--- src/rtl/core/ntpsrb_pkg.sv ---
// Shared types, constants and helper functions of the NTP server reply builder.
`timescale 1ns / 1ps

package ntpsrb_pkg;

  localparam int unsigned JobFifoDepth = 2;
  localparam int unsigned ReplyLen     = 48;
  localparam int unsigned OrigFirst    = 40;

  localparam logic [31:0] UnixToNtp = 32'd2208988800;
  // day count of 1970-01-01 in the proleptic count used below
  localparam logic [31:0] EpochDays =
      32'(365 * 1970 + 1969 / 4 - 1969 / 100 + 1969 / 400);

  localparam logic [7:0]  HeaderReset     = 8'd36;
  localparam logic [7:0]  StratumReset    = 8'd4;
  localparam logic [7:0]  PollReset       = 8'd6;
  localparam logic [7:0]  PrecisionReset  = 8'd250;
  localparam logic [31:0] RootDelayReset  = 32'd2048;
  localparam logic [31:0] RootDispReset   = 32'd3072;
  localparam logic [31:0] RefIdReset      = 32'd1196446464;

  typedef enum logic [2:0] {
    REG_HEADER    = 3'd0,
    REG_STRATUM   = 3'd1,
    REG_POLL      = 3'd2,
    REG_PRECISION = 3'd3,
    REG_ROOT_DLY  = 3'd4,
    REG_ROOT_DISP = 3'd5,
    REG_REF_ID    = 3'd6
  } cfg_index_e;

  typedef struct packed {
    logic [7:0]  header_byte;
    logic [7:0]  stratum;
    logic [7:0]  poll_interval;
    logic [7:0]  precision_code;
    logic [31:0] root_delay_word;
    logic [31:0] root_dispersion_word;
    logic [31:0] reference_id;
  } cfg_t;

  typedef struct packed {
    logic [7:0][7:0] orig;
    logic [11:0]     year;
    logic [3:0]      month;
    logic [4:0]      day;
    logic [4:0]      hour;
    logic [5:0]      minute;
    logic [5:0]      second;
  } job_t;

  // days in the year before the first of the month, common year
  function automatic logic [8:0] days_before_month(input logic [3:0] m);
    logic [8:0] d;
    unique case (m)
      4'd1:    d = 9'd0;
      4'd2:    d = 9'd31;
      4'd3:    d = 9'd59;
      4'd4:    d = 9'd90;
      4'd5:    d = 9'd120;
      4'd6:    d = 9'd151;
      4'd7:    d = 9'd181;
      4'd8:    d = 9'd212;
      4'd9:    d = 9'd243;
      4'd10:   d = 9'd273;
      4'd11:   d = 9'd304;
      4'd12:   d = 9'd334;
      default: d = 9'd0;
    endcase
    return d;
  endfunction

endpackage

--- src/rtl/core/ntpsrb_front.sv ---
// Request side: byte position tracking, originate timestamp capture, job issue.
`timescale 1ns / 1ps

module ntpsrb_front (
  input  logic               clk_i,
  input  logic               rst_ni,
  input  logic               in_valid_i,
  output logic               in_stall_o,
  input  logic [7:0]         request_byte_i,
  input  logic               request_end_i,
  input  logic [11:0]        cal_year_i,
  input  logic [3:0]         cal_month_i,
  input  logic [4:0]         cal_day_i,
  input  logic [4:0]         cal_hour_i,
  input  logic [5:0]         cal_minute_i,
  input  logic [5:0]         cal_second_i,
  input  logic               fifo_full_i,
  output logic               push_o,
  output ntpsrb_pkg::job_t   job_o
);

  logic [5:0]      pos_q, pos_d;
  logic [7:0][7:0] orig_q, orig_d;
  logic            beat;

  assign in_stall_o = fifo_full_i;
  assign beat       = in_valid_i && !fifo_full_i;
  assign push_o     = beat && request_end_i;

  always_comb begin
    for (int i = 0; i < 8; i++) begin
      if (pos_q == 6'(ntpsrb_pkg::OrigFirst + i)) begin
        orig_d[i] = request_byte_i;
      end else if (pos_q == 6'd0) begin
        orig_d[i] = 8'd0;
      end else begin
        orig_d[i] = orig_q[i];
      end
    end
    if (request_end_i) begin
      pos_d = 6'd0;
    end else if (pos_q < 6'(ntpsrb_pkg::ReplyLen)) begin
      pos_d = pos_q + 6'd1;
    end else begin
      pos_d = pos_q;
    end
  end

  always_comb begin
    job_o.orig   = orig_d;
    job_o.year   = cal_year_i;
    job_o.month  = cal_month_i;
    job_o.day    = cal_day_i;
    job_o.hour   = cal_hour_i;
    job_o.minute = cal_minute_i;
    job_o.second = cal_second_i;
  end

  always_ff @(posedge clk_i or negedge rst_ni) begin
    if (!rst_ni) begin
      pos_q  <= 6'd0;
      orig_q <= '0;
    end else if (beat) begin
      pos_q  <= pos_d;
      orig_q <= orig_d;
    end
  end

endmodule

--- src/rtl/core/ntpsrb_job_fifo.sv ---
// Small job queue between the request side and the reply side.
`timescale 1ns / 1ps

module ntpsrb_job_fifo #(
  parameter int unsigned Depth = ntpsrb_pkg::JobFifoDepth
) (
  input  logic             clk_i,
  input  logic             rst_ni,
  input  logic             push_i,
  input  ntpsrb_pkg::job_t data_i,
  input  logic             pop_i,
  output ntpsrb_pkg::job_t data_o,
  output logic             full_o,
  output logic             empty_o
);

  localparam int unsigned PtrW = (Depth > 1) ? $clog2(Depth) : 1;
  localparam int unsigned CntW = $clog2(Depth + 1);

  ntpsrb_pkg::job_t mem_q [Depth];
  logic [PtrW-1:0]  wr_ptr_q, rd_ptr_q;
  logic [CntW-1:0]  cnt_q;
  logic             do_push, do_pop;

  assign full_o  = (cnt_q == CntW'(Depth));
  assign empty_o = (cnt_q == '0);
  assign do_push = push_i && !full_o;
  assign do_pop  = pop_i && !empty_o;
  assign data_o  = mem_q[rd_ptr_q];

  always_ff @(posedge clk_i) begin
    if (do_push) begin
      mem_q[wr_ptr_q] <= data_i;
    end
  end

  always_ff @(posedge clk_i or negedge rst_ni) begin
    if (!rst_ni) begin
      wr_ptr_q <= '0;
      rd_ptr_q <= '0;
      cnt_q    <= '0;
    end else begin
      if (do_push) begin
        wr_ptr_q <= (wr_ptr_q == PtrW'(Depth - 1)) ? '0 : wr_ptr_q + PtrW'(1);
      end
      if (do_pop) begin
        rd_ptr_q <= (rd_ptr_q == PtrW'(Depth - 1)) ? '0 : rd_ptr_q + PtrW'(1);
      end
      if (do_push && !do_pop) begin
        cnt_q <= cnt_q + CntW'(1);
      end else if (do_pop && !do_push) begin
        cnt_q <= cnt_q - CntW'(1);
      end
    end
  end

endmodule

--- src/rtl/core/ntpsrb_back.sv ---
// Reply side: timestamp conversion and serial emission of the 48-byte reply.
`timescale 1ns / 1ps

module ntpsrb_back (
  input  logic             clk_i,
  input  logic             rst_ni,
  input  ntpsrb_pkg::cfg_t cfg_i,
  input  logic             empty_i,
  input  ntpsrb_pkg::job_t job_i,
  output logic             pop_o,
  output logic             out_valid_o,
  input  logic             out_stall_i,
  output logic [7:0]       reply_byte_o,
  output logic             reply_end_o
);

  typedef enum logic [1:0] {
    ST_IDLE,
    ST_YEAR,
    ST_DAYS,
    ST_SECS
  } calc_state_e;

  typedef enum logic {
    EM_WAIT,
    EM_SEND
  } emit_state_e;

  calc_state_e      state_q;
  emit_state_e      emit_q;
  ntpsrb_pkg::job_t job_q;
  logic [31:0]      year_days_q, days_q, ts_q;
  logic             leap_q;
  logic [16:0]      sod_q;
  logic [5:0]       idx_q;
  logic             out_valid_q, reply_end_q;
  logic [7:0]       reply_byte_q;

  // year stage
  logic [11:0] yr, yr_m1;
  logic [24:0] p_mul, y_mul;
  logic [5:0]  p_div100, y_div100;
  logic [6:0]  y_rem100;
  logic [9:0]  leaps;
  logic        leap_yr;
  logic [31:0] year_days;
  // day stage
  logic [3:0]  mon;
  logic [31:0] days;
  logic [16:0] sod;
  // emission
  logic [31:0] word;
  logic [7:0]  sel_byte;
  logic        slot_free;

  always_comb begin
    yr       = job_q.year;
    yr_m1    = yr - 12'd1;
    p_mul    = 25'(yr_m1) * 25'd5243;
    y_mul    = 25'(yr) * 25'd5243;
    p_div100 = p_mul[24:19];
    y_div100 = y_mul[24:19];
    y_rem100 = 7'(yr - 12'(13'(y_div100) * 13'd100));
    leaps    = (yr == 12'd0) ? 10'd0
             : 10'(yr_m1[11:2]) - 10'(p_div100) + 10'(p_div100[5:2]);
    leap_yr  = ((yr[1:0] == 2'd0) && (y_rem100 != 7'd0))
            || ((y_rem100 == 7'd0) && (y_div100[1:0] == 2'd0));
    year_days = 32'(21'(yr) * 21'd365) + 32'(leaps) - ntpsrb_pkg::EpochDays;
  end

  always_comb begin
    if (job_q.month == 4'd0) begin
      mon = 4'd1;
    end else if (job_q.month > 4'd12) begin
      mon = 4'd12;
    end else begin
      mon = job_q.month;
    end
    days = year_days_q + 32'(ntpsrb_pkg::days_before_month(mon))
         + 32'(leap_q && (mon > 4'd2)) + 32'(job_q.day) - 32'd1;
    sod  = 17'(job_q.hour) * 17'd3600 + 17'(job_q.minute) * 17'd60
         + 17'(job_q.second);
  end

  always_comb begin
    unique case (idx_q[5:2])
      4'd0:    word = {cfg_i.header_byte, cfg_i.stratum, cfg_i.poll_interval,
                       cfg_i.precision_code};
      4'd1:    word = cfg_i.root_delay_word;
      4'd2:    word = cfg_i.root_dispersion_word;
      4'd3:    word = cfg_i.reference_id;
      4'd4:    word = ts_q;
      4'd6:    word = {job_q.orig[0], job_q.orig[1], job_q.orig[2], job_q.orig[3]};
      4'd7:    word = {job_q.orig[4], job_q.orig[5], job_q.orig[6], job_q.orig[7]};
      4'd8:    word = ts_q;
      4'd10:   word = ts_q;
      default: word = 32'd0;
    endcase
    unique case (idx_q[1:0])
      2'd0:    sel_byte = word[31:24];
      2'd1:    sel_byte = word[23:16];
      2'd2:    sel_byte = word[15:8];
      default: sel_byte = word[7:0];
    endcase
  end

  assign slot_free    = !out_valid_q || !out_stall_i;
  assign pop_o        = (state_q == ST_IDLE) && (emit_q == EM_WAIT) && !empty_i;
  assign out_valid_o  = out_valid_q;
  assign reply_byte_o = reply_byte_q;
  assign reply_end_o  = reply_end_q;

  always_ff @(posedge clk_i or negedge rst_ni) begin
    if (!rst_ni) begin
      state_q      <= ST_IDLE;
      emit_q       <= EM_WAIT;
      job_q        <= '0;
      year_days_q  <= '0;
      leap_q       <= 1'b0;
      days_q       <= '0;
      sod_q        <= '0;
      ts_q         <= '0;
      idx_q        <= '0;
      out_valid_q  <= 1'b0;
      reply_byte_q <= '0;
      reply_end_q  <= 1'b0;
    end else begin
      unique case (state_q)
        ST_IDLE: begin
          if (pop_o) begin
            job_q   <= job_i;
            state_q <= ST_YEAR;
          end
        end
        ST_YEAR: begin
          year_days_q <= year_days;
          leap_q      <= leap_yr;
          state_q     <= ST_DAYS;
        end
        ST_DAYS: begin
          days_q  <= days;
          sod_q   <= sod;
          state_q <= ST_SECS;
        end
        ST_SECS: begin
          ts_q    <= 32'(days_q * 32'd86400) + 32'(sod_q) + ntpsrb_pkg::UnixToNtp;
          idx_q   <= 6'd0;
          emit_q  <= EM_SEND;
          state_q <= ST_IDLE;
        end
        default: state_q <= ST_IDLE;
      endcase
      if ((emit_q == EM_SEND) && slot_free) begin
        out_valid_q  <= 1'b1;
        reply_byte_q <= sel_byte;
        reply_end_q  <= (idx_q == 6'(ntpsrb_pkg::ReplyLen - 1));
        idx_q        <= idx_q + 6'd1;
        if (idx_q == 6'(ntpsrb_pkg::ReplyLen - 1)) begin
          emit_q <= EM_WAIT;
        end
      end else if (out_valid_q && !out_stall_i) begin
        out_valid_q <= 1'b0;
      end
    end
  end

endmodule

--- src/rtl/core/ntp_server_reply_builder_core.sv ---
// Top level: NTP server reply builder with configuration registers.
// Request bytes are taken one per cycle; the port stalls only while the job queue is full.
// A final request byte starts a job: queue pop, then time conversion in the year, day and
// seconds states, then the 48 reply bytes one per cycle unless the output stalls.
// The reply side pops the next job only after the last byte of its reply is issued.
// Asynchronous active-low reset clears position, capture bytes, queue; presets registers.
`timescale 1ns / 1ps

module ntp_server_reply_builder_core #(
  parameter int unsigned JobFifoDepth = ntpsrb_pkg::JobFifoDepth
) (
  input  logic        clk_i,
  input  logic        rst_ni,
  input  logic        in_valid_i,
  output logic        in_stall_o,
  input  logic [7:0]  request_byte_i,
  input  logic        request_end_i,
  input  logic [11:0] cal_year_i,
  input  logic [3:0]  cal_month_i,
  input  logic [4:0]  cal_day_i,
  input  logic [4:0]  cal_hour_i,
  input  logic [5:0]  cal_minute_i,
  input  logic [5:0]  cal_second_i,
  output logic        out_valid_o,
  input  logic        out_stall_i,
  output logic [7:0]  reply_byte_o,
  output logic        reply_end_o,
  input  logic        cfg_valid_i,
  output logic        cfg_ready_o,
  input  logic [2:0]  cfg_index_i,
  input  logic [31:0] cfg_data_i
);

  ntpsrb_pkg::cfg_t cfg_q;
  ntpsrb_pkg::job_t push_job, head_job;
  logic             fifo_push, fifo_pop, fifo_full, fifo_empty;

  assign cfg_ready_o = 1'b1;

  always_ff @(posedge clk_i or negedge rst_ni) begin
    if (!rst_ni) begin
      cfg_q.header_byte          <= ntpsrb_pkg::HeaderReset;
      cfg_q.stratum              <= ntpsrb_pkg::StratumReset;
      cfg_q.poll_interval        <= ntpsrb_pkg::PollReset;
      cfg_q.precision_code       <= ntpsrb_pkg::PrecisionReset;
      cfg_q.root_delay_word      <= ntpsrb_pkg::RootDelayReset;
      cfg_q.root_dispersion_word <= ntpsrb_pkg::RootDispReset;
      cfg_q.reference_id         <= ntpsrb_pkg::RefIdReset;
    end else if (cfg_valid_i && cfg_ready_o) begin
      unique case (cfg_index_i)
        ntpsrb_pkg::REG_HEADER:    cfg_q.header_byte          <= cfg_data_i[7:0];
        ntpsrb_pkg::REG_STRATUM:   cfg_q.stratum              <= cfg_data_i[7:0];
        ntpsrb_pkg::REG_POLL:      cfg_q.poll_interval        <= cfg_data_i[7:0];
        ntpsrb_pkg::REG_PRECISION: cfg_q.precision_code       <= cfg_data_i[7:0];
        ntpsrb_pkg::REG_ROOT_DLY:  cfg_q.root_delay_word      <= cfg_data_i;
        ntpsrb_pkg::REG_ROOT_DISP: cfg_q.root_dispersion_word <= cfg_data_i;
        ntpsrb_pkg::REG_REF_ID:    cfg_q.reference_id         <= cfg_data_i;
        default: ;
      endcase
    end
  end

  ntpsrb_front u_front (
    .clk_i          (clk_i),
    .rst_ni         (rst_ni),
    .in_valid_i     (in_valid_i),
    .in_stall_o     (in_stall_o),
    .request_byte_i (request_byte_i),
    .request_end_i  (request_end_i),
    .cal_year_i     (cal_year_i),
    .cal_month_i    (cal_month_i),
    .cal_day_i      (cal_day_i),
    .cal_hour_i     (cal_hour_i),
    .cal_minute_i   (cal_minute_i),
    .cal_second_i   (cal_second_i),
    .fifo_full_i    (fifo_full),
    .push_o         (fifo_push),
    .job_o          (push_job)
  );

  ntpsrb_job_fifo #(
    .Depth (JobFifoDepth)
  ) u_fifo (
    .clk_i   (clk_i),
    .rst_ni  (rst_ni),
    .push_i  (fifo_push),
    .data_i  (push_job),
    .pop_i   (fifo_pop),
    .data_o  (head_job),
    .full_o  (fifo_full),
    .empty_o (fifo_empty)
  );

  ntpsrb_back u_back (
    .clk_i        (clk_i),
    .rst_ni       (rst_ni),
    .cfg_i        (cfg_q),
    .empty_i      (fifo_empty),
    .job_i        (head_job),
    .pop_o        (fifo_pop),
    .out_valid_o  (out_valid_o),
    .out_stall_i  (out_stall_i),
    .reply_byte_o (reply_byte_o),
    .reply_end_o  (reply_end_o)
  );

  a_job_queued : assert property (@(posedge clk_i) disable iff (!rst_ni)
    in_valid_i && !in_stall_o && request_end_i |=> !fifo_empty)
    else $error("final request beat left no job in the queue");

  a_no_push_full : assert property (@(posedge clk_i) disable iff (!rst_ni)
    fifo_push |-> !fifo_full)
    else $error("job pushed into a full queue");

  a_no_pop_empty : assert property (@(posedge clk_i) disable iff (!rst_ni)
    fifo_pop |-> !fifo_empty)
    else $error("job popped from an empty queue");

endmodule
--- config.mk ---
export PLATFORM = sky130hd
export DESIGN_NAME = ntp_server_reply_builder_core
export DESIGN_NICKNAME = d
export VERILOG_FILES = /design/src/rtl/core/ntpsrb_pkg.sv /design/src/rtl/core/ntpsrb_front.sv /design/src/rtl/core/ntpsrb_job_fifo.sv /design/src/rtl/core/ntpsrb_back.sv /design/src/rtl/core/ntp_server_reply_builder_core.sv
export SDC_FILE = /design/constraint.sdc
export NUM_CORES = 2
export LEC_CHECK = 0
export ABC_AREA = 0
export BUFFER_PORTS_ARGS = -buffer_cell sky130_fd_sc_hd__buf_4
export CORE_MARGIN = 2
export CORE_UTILIZATION = 59
export DETAILED_ROUTE_END_ITERATION = 10
export GPL_TIMING_DRIVEN = 0
export PLACE_DENSITY = 0.88
export SLEW_MARGIN = 20
export SYNTH_ARGS = -nofsm -noshare
export SYNTH_HDL_FRONTEND = slang
export SYNTH_HIERARCHICAL = 1
export SYNTH_SLANG_ARGS = --single-unit
--- constraint.sdc ---
create_clock -name clk_i -period 33.3 [get_ports clk_i]
set_input_delay 1.665 -clock clk_i [delete_from_list [all_inputs] [get_ports clk_i]]
set_output_delay 1.665 -clock clk_i [all_outputs]
set_load 0.02 [all_outputs]
==> results <==
- The most used flip-flop cell after synthesis is sky130_fd_sc_hd__dfrtp_1.
- Leaving out fill and tap cells, the most frequent cells in the layout are sky130_fd_sc_hd__inv_1, sky130_fd_sc_hd__ha_1, sky130_fd_sc_hd__dfrtp_1, sky130_fd_sc_hd__mux2_2, sky130_fd_sc_hd__fa_1.
- The transition time at the pin with the least slew margin is 1.08 ns.
- The number of warnings printed during yosys synthesis is 6.
- The sequential share of the synthesized area is 39.3%.
- Setup violations remaining at the end of the flow were counted as 0.
- The worst hold path startpoint is u_back/reply_byte_o[7].
- The fraction of layout cells with a size suffix above 1 is 15.7%.
- The largest driver fanout on the critical path is 9.
- The number of endpoints with negative hold slack in the final report is 0.
- The die span in y is 272 um.
- The tightest min-delay check is of the reg -> reg type.
- The synthesis-to-finish area growth is 9.80%.
- The buffer count from post-CTS setup fixing is 0.
- The last weighted congestion value of the routability-driven placer is 0.973.
- The cell occurring most often along the worst timing path is sky130_fd_sc_hd__inv_1.
- On the worst path, the slowest cell contributes a delay of 0.67 ns.
- The number of instances resized during post-cts repair is 0.
- The total number of vias is 30654.
- The critical path class is reg -> reg.
- The depth of the CTS H-tree is 3.
- The CTS clock-pin slew for the worst setup and hold paths is roughly 0.060 ns.
- The post-route setup TNS is 0 ns.
- The post-synthesis cell area is 0.0425 mm^2.
- Clock latency on the worst-skew pair, taken at its later pin, is approximately 0.6 ns.
- The final count of pins violating max slew is 0.
- The total overflow left after global routing is 0.
- The final period demand of the worst path is approximately 14 ns.
- The maximum achievable frequency is 71.7 MHz.
- The average instance in the mapped netlist occupies 11.3 um^2.
- The global-route wire length before repair is ~180000 um.
- In this run, distinct cell masters in the synthesized netlist total 95.
- The number of iterations in the first detailed-routing pass is 8.
- Global routing used 30.7% of the available tracks.
- The total CTS buffers is 66.
- The number of rows in the core area is 98.
- The number of DRC markers in iteration 0 is between 3000 and 4000.
- The number of flops mapped to enable cells by yosys is 204.
- The number of buffers on the longest clock path is 3.
- The post-cts hold buffer count is 0.
- The die is 272 um wide.
- In this run the count of I/O pins placed on the die edge is 99.
- In the routed design, unresolved DRC markers number 0.
- The kind of launch point of the worst setup path is a flop.
- The count of nets after finishing is 4635.
- The remaining antenna violation count is 0.
- After detailed routing, the number of vias per cell comes to 6.28.
- The worst reg2reg path startpoint is u_back/yr[0].
- The layout has between 4000 and 5000 filler cells.
- The share of the core filled with cells is roughly two thirds.
- Once the floorplan was initialized, standard cells occupied 59.5% of the core.
- Setup repair after global routing left no endpoint under its margin.
- The leading cell type in the layout, fill and taps excluded is sky130_fd_sc_hd__inv_1.
- Including well taps, the total number of placed cells is 4756.
- The number of nets in the synthesized netlist is around 4500.
- The worst path uses around two fifths of the clock period.
- The number of non-filler instances in the completed layout is 4883.
- The average detailed-routed wire length per instance is approximately 23 um.
- The flow ran to the end, and the final reports show no timing, DRC or antenna violations.
- Max-cap violations in this run came to 0.
- The arrival time at the worst endpoint is 14.41 ns.
- The number of synthesized register bits is roughly 630.
- Counting every sink on the clock net gives 625.
- The number of global-route vias before repair is 31786.
- STA classifies the critical path endpoint as a flop.
- The number of antenna violations at the first check in global routing came to 8.
- The die covers 0.0741 mm^2.
- The number of instances in the synthesized netlist is 3748.
- The worst pin sits at a relative slew slack of 27.5%.
- The total core area is 0.0714 mm^2.
- The pin count of the biggest net entering global routing is 78.
- The post-DP HPWL is 80400 um.
- The clock tree root driver cell is sky130_fd_sc_hd__clkbuf_16.
- Of all flip-flops after synthesis, the portion carrying an async set or reset was 67.4%.
- In this run the worst setup path begins at u_back/yr[0].
- TritonCTS built the clock tree.
- STA puts the critical path data required time at 33.76 ns.
- The slowest cell on the critical path is sky130_fd_sc_hd__xnor2_1.
- The setup clock skew after layout is 0.0257 ns.
- Buffers placed on the I/O ports in this run total 47.
- The final layout contains routed wiring with a total length of 114000 um.
- The smallest hold slack is 0.484 ns.
## per-layer routing
metal,GRT usage [%],share of wire (%),wire length (um),vias up
li1,-,-,-,13224
met1,38.8,38,43100,15109
met2,48.6,46,52500,1824
met3,8.03,10,11400,489
met4,16.5,5.7,6440,8
met5,0,0.043,49,-
## registers in the layout (all words and copies together), names as in the netlist, 2 cells and up
register / count
cfg_q: 128
u_back/days_q: 25
u_back/idx_q: 6
u_back/job_q: 90
u_back/reply_byte_o: 8
u_back/sod_q: 17
u_back/state_q: 2
u_back/ts_q: 32
u_back/year_days_q: 23
u_back/yr: 12
u_fifo/cnt_q: 2
u_fifo/mem_q: 204
u_front/orig_q: 64
u_front/pos_q: 6
## final cells by class
type | count | area, um^2 | share of cell area, %
diodes | 6 | 15.0 | 0.0322
plain buffers | 174 | 923 | 1.98
clock buffers | 93 | 1930 | 4.14
clock inverters | 28 | 377 | 0.808
inverters | 600 | 2250 | 4.83
multi-input cells | 2349 | 22600 | 48.5
flip-flops and latches | 625 | 16700 | 35.8
well taps | 950 | 1190 | 2.55
repair buffers | 58 | 633 | 1.36
## through the flow
step                cell area [um^2]  setup WS (ns)
global route                   46600          18.60
finish                         46600          19.35
floorplan                      42500          21.67
global placement               44000          19.79
CTS                            46600          19.43
detailed placement             44300          19.48
## cells in the mapped netlist, types with 86 or more instances
library cell	count	area (um^2)
sky130_fd_sc_hd__ha_1	463	5790
sky130_fd_sc_hd__dfrtp_1	397	9930
sky130_fd_sc_hd__a22o_1	121	1060
sky130_fd_sc_hd__inv_1	599	2250
sky130_fd_sc_hd__edfxtp_1	204	6130
sky130_fd_sc_hd__fa_1	211	4220
sky130_fd_sc_hd__a21oi_1	121	606
sky130_fd_sc_hd__nor2_1	97	364
sky130_fd_sc_hd__o21ai_0	117	586
sky130_fd_sc_hd__nand2_1	159	597
sky130_fd_sc_hd__mux2_2	313	3520
sky130_fd_sc_hd__xnor2_1	103	902
sky130_fd_sc_hd__a22oi_1	86	646
## cells by family after synthesis
group	count (synthesis)	synth area share, %
AND/OR/NAND/NOR	496	5.98
AO/OA/AOI/OAI	679	11.3
adder cells (fa/ha/maj)	674	23.6
buffers and inverters	774	7.48
other	1	0.00883
XOR/XNOR	144	3.00
flip-flops	625	39.3
multiplexers	355	9.38
## final timing paths
| kind | cells after the start | slack, ns | endpoint |
|---|---|---|---|
| hold / removal | 1 | 0.48 | u_back/reply_byte_o[7] |
| setup / recovery | 53 | 19.35 | u_back/year_days_q[20] |
| setup reg to reg | 53 | 19.35 | u_back/year_days_q[20] |
| hold reg to reg | 1 | 0.48 | u_back/reply_byte_o[7] |
| min in group asynchronous | 1 | 0.96 | u_front/orig_q[17] |
| max in group asynchronous | 6 | 29.99 | cfg_q[25] |
## worst max-delay path: cells and delay by family (launching register included)
family | cells | cell delay (ns)
adders and majority gates | 13 | 5.74
and+or+nand+nor | 5 | 0.61
muxes | 1 | 0.13
xor gates and xnor gates | 4 | 1.40
DFF | 1 | 0.52
buffers and inverters | 11 | 1.37
AOI/OAI and AO/OA | 19 | 4.07
Power is left out: the tool's default activity adds up to more than one toggle a clock period on the data nets, which glitch-free logic cannot reach.
